### config.mk
export PLATFORM = sky130hd
export DESIGN_NAME = rdf_ctrl
export DESIGN_NICKNAME = d
export VERILOG_FILES = /design/src/rdf_pkg.sv /design/src/rdf_ctrl.sv
export SDC_FILE = /design/constraint.sdc
export NUM_CORES = 1
export LEC_CHECK = 0
export BUFFER_PORTS_ARGS = -buffer_cell sky130_fd_sc_hd__buf_2
export CAP_MARGIN = 5
export CELL_PAD_IN_SITES_DETAIL_PLACEMENT = 0
export CELL_PAD_IN_SITES_GLOBAL_PLACEMENT = 1
export CORE_AREA = 2 2 39 41
export DETAILED_ROUTE_END_ITERATION = 12
export DIE_AREA = 0 0 41 43
export PLACE_DENSITY_LB_ADDON = 0.1
export SYNTH_ARGS = -nofsm -noshare
export SYNTH_HDL_FRONTEND = slang
export SYNTH_SLANG_ARGS = --single-unit
### constraint.sdc
create_clock -name clk -period 0.8 [get_ports clk]
set_input_delay 0.16 -clock clk [delete_from_list [all_inputs] [get_ports clk]]
set_output_delay 0.16 -clock clk [all_outputs]
set_load 0.05 [all_outputs]
### src/rdf_pkg.sv
// Shared types and constants for the recent-ID duplicate filter.
package rdf_pkg;

  // Width of one candidate half and of the full identifier on the ports
  localparam int HALF_BITS = 64;
  localparam int FULL_BITS = 128;
  localparam int COUNT_BITS = 4;
  localparam logic [COUNT_BITS-1:0] MAX_ATTEMPTS_RESET = 4'd8;

  // Result status codes
  localparam logic [2:0] ST_ACCEPT   = 3'd0;
  localparam logic [2:0] ST_ZERO     = 3'd1;
  localparam logic [2:0] ST_DUP      = 3'd2;
  localparam logic [2:0] ST_GAVE_UP  = 3'd3;
  localparam logic [2:0] ST_SRC_FAIL = 3'd4;
  localparam logic [2:0] ST_CLEARED  = 3'd5;

  // Input item
  typedef struct packed {
    logic                 action;
    logic                 source_ok;
    logic [HALF_BITS-1:0] candidate_high;
    logic [HALF_BITS-1:0] candidate_low;
  } req_t;

  // Result item
  typedef struct packed {
    logic [2:0]           status;
    logic [HALF_BITS-1:0] id_high;
    logic [HALF_BITS-1:0] id_low;
  } rsp_t;

  // Controller to datapath commands
  typedef struct packed {
    logic load;
    logic scan;
    logic commit;
  } cmd_t;

  // Datapath to controller status
  typedef struct packed {
    logic scan_done;
  } sts_t;

endpackage

### src/rdf_ctrl.sv
// Controller state machine: sequences capture, store scan and result commit.
module rdf_ctrl (
  input  logic          clk,
  input  logic          rst,
  input  logic          req_valid,
  output logic          req_stall,
  output logic          rsp_valid,
  input  logic          rsp_stall,
  input  rdf_pkg::sts_t sts,
  output rdf_pkg::cmd_t cmd
);

  typedef enum logic [1:0] {
    IDLE,
    SCAN,
    FINISH
  } state_t;

  state_t state;

  // Decode commands from the current state
  always_comb begin
    cmd.load   = (state == IDLE) && req_valid;
    cmd.scan   = (state == SCAN);
    cmd.commit = (state == FINISH) && (!rsp_valid || !rsp_stall);
  end

  // Take a new item only between items
  assign req_stall = (state != IDLE);

  // Hold state and the result valid flag
  always_ff @(posedge clk) begin
    if (rst) begin
      state     <= IDLE;
      rsp_valid <= 1'b0;
    end else begin
      case (state)
        IDLE: begin
          if (req_valid) state <= SCAN;
        end
        SCAN: begin
          if (sts.scan_done) state <= FINISH;
        end
        FINISH: begin
          if (cmd.commit) state <= IDLE;
        end
        default: state <= IDLE;
      endcase
      if (cmd.commit) begin
        rsp_valid <= 1'b1;
      end else if (!rsp_stall) begin
        rsp_valid <= 1'b0;
      end
    end
  end

  // A new result appears only from a commit
  a_rise_from_commit: assert property (@(posedge clk) disable iff (rst)
    $rose(rsp_valid) |-> $past(cmd.commit))
    else $error("result valid rose without a commit");

  // A pending result is never overwritten before transfer
  a_no_overwrite: assert property (@(posedge clk) disable iff (rst)
    cmd.commit |-> (!rsp_valid || !rsp_stall))
    else $error("commit over a stalled result");

  // Capturing an item starts a scan
  a_load_idle: assert property (@(posedge clk) disable iff (rst)
    cmd.load |=> (state == SCAN))
    else $error("load did not start a scan");

endmodule

==> impl_metrics.toml <==
[layout]
fin_cells = 51
fin_util_pct = 26.3
n_antenna_cell = 0
design_area_um2 = 364
nNetsFinal = 41
regArea_um2 = 68.8
fillerInstances = 149
multiInputGateArea_um2 = 126
layout-drive-gt1-share_pct = 77.1
syn_to_final_growth_pct = 149

[detailed_routing]
ant_nets = 0
wl_per_cell_um = 8.43
drt_iter0_markers = 0
first_pass_iters = 1
vias = 168
drt-vias-per-instance = 3.29
wirelength_um = 430
route.detailed.drc = 0

[die]
start_util_pct = 10.6
core_area_um2 = 1380
row_count = 14
die_h_um = 43
die_w_um = 41
die_area_um2 = 1760
io_pins = 10

[setup_path]
reg2reg_depth = 3
critPathMaxFanout = 5
critPathLaunchType = "flop"
cp.arrival_ns = 1.06
cp.required_ns = 0.64
endpoint_kind = "output pin"
path_class = "reg -> out"

[global_routing]
track_usage_pct = 6.01
globalRoute.totalOverflow = 0
grt_pass1_vias = 178
grt_start_max_net_pins = 6
grt_pass1_wl_um = 662
grt_antenna_before_repair = 0

[sta]
slew_violations = 0
rsz0062_at_grt = "yes"
setup_ws_ns = -0.419
fmax_mhz = 820
clock-skew-final_ns = 0.00136
period_minus_slack_ns = 1.22
holdWs_ns = 0.124
tns_ns = -1.69
setup_violations = 7
slew_headroom_pct = 83.4
hold_viol = 0
layout_worst_path_cycle_share_pct = 152
tightest_slew_ns = 0.251

[yosys]
synth_top_area_share_pct = 41.0
ys_seq_elements = 3
syn_inst = 17
yosys_warnings = 0
syn_avg_cell_area_um2 = 8.61
synth_seq_area_share_pct = 41.0
synthesis.area_um2 = 146
ys_top_cells_by_area = "dfxtp_1, nand2b_1, a21oi_1"
synth_nets = 22
synth_top_area_cell = "dfxtp_1"
synth.distinct_cells = 11

[outcome]
status = "complete, but fails checks"
violations = "negative setup slack"

[clock_tree]
htree_levels = 1
clock_latency_ns = 0.23
clk_pin_slew_ns = 0.04
cts_sinks = 3
numCtsBuffers = 3
cts_tree = "done"
max-clock-path-buffers = 2
cts_hold_buf = 0
cts_root_buf = "clkbuf_4"

[place]
dp_cells = 47
pre_cts_slack_ns = -0.290
placed_area_um2 = 287
gp_congestion = 0.635
io_buffers = 9
dpl.hpwl_um = 341

[power_and_ir_drop]
power_mw = 0.602
power-per-cell-area_nw_per_um2 = 1650
power.leakage_nw = 0.157
vdd_drop_max_uv = 606

[hold_path]
hold_depth = 2
hold_path_class = "in -> reg"

[run]
maxCapViolations = 0
[cell usage in the layout (no fill, tap or decap)]
cell | netlist | layout
inv_1 | 1 | 1
nand2b_4 | 0 | 2
buf_4 | 0 | 4
a211oi_2 | 1 | 1
clkbuf_4 | 0 | 3
or2_4 | 0 | 1
clkbuf_1 | 0 | 1
nor2b_4 | 0 | 1
nand3b_1 | 1 | 1
buf_8 | 0 | 2
dfxtp_2 | 0 | 1
nand4b_1 | 1 | 1
nor2_4 | 0 | 1
a21oi_4 | 0 | 1
nand2_1 | 1 | 1
a21oi_1 | 3 | 2
buf_6 | 0 | 3
nand2b_1 | 3 | 1
dfxtp_4 | 0 | 2
buf_2 | 0 | 5
[state kept, by name (all words and copies together) (netlist names)]
| name | count |
|---|---|
| rsp_valid | 1 |
| state | 2 |
[power breakdown]
part,internal (mW),switching [mW],total (mW)
logic,0.0834,0.0965,0.180
clock network,0.186,0.0715,0.258
registers,0.154,0.00996,0.164
[cell families (layout without fill, tap and decap cells)]
group | after synthesis | count (layout) | share of synthesized area [%]
simple gates | 9 | 9 | 37.6
compound gates | 4 | 4 | 18.8
buf+inv | 1 | 19 | 2.56
flops | 3 | 3 | 41.0
[Yosys cell counts]
cell,number
or2_1,1
a211oi_2,1
nand4b_1,1
nor2_1,1
nand3b_1,1
a21oi_1,3
nand2b_1,3
inv_1,1
dfxtp_1,3
nor2b_1,1
nand2_1,1
[layer usage]
layer  vias up  part of all wire, %  global-route usage, %  wire length, µm
met2         5                   47                   7.81              204
met1        69                   49                   6.37              210
li1         94                    -                      -                -
met4         0                    0                   6.00                0
met3         0                  3.5                   3.14               15
met5         -                    0                      0                0
[repair_timing]
| item | 4_1_cts | 5_1_grt |
|---|---|---|
| pin swaps | 3 | 1 |
| endpoints found under the setup margin | 7 | 7 |
| resized for setup | 12 | 2 |
| setup buffers | 1 | 0 |
[path summary, 6_finish.rpt]
check | startpoint | to | slack, ns
setup / recovery | state[1] | cmd[2] | -0.42
hold / removal | rst | state[0] | 0.12
setup reg to reg | state[0] | state[0] | -0.05
hold reg to reg | state[0] | state[1] | 0.51
[layout make-up]
cell class / count / share of cell area [%]
multi-input combinational: 13 / 34.7
clock buffer: 4 / 7.22
sequential: 3 / 18.9
inverter: 1 / 1.03
timing repair buffer: 14 / 32.6
tap: 16 / 5.50
[critical path, cell delays in order (launching register included)]
cell     delay [ns]
dfxtp_4        0.36
or2_4          0.24
nor2_4         0.09
buf_8          0.15
Power figures use the tool's default switching activity.
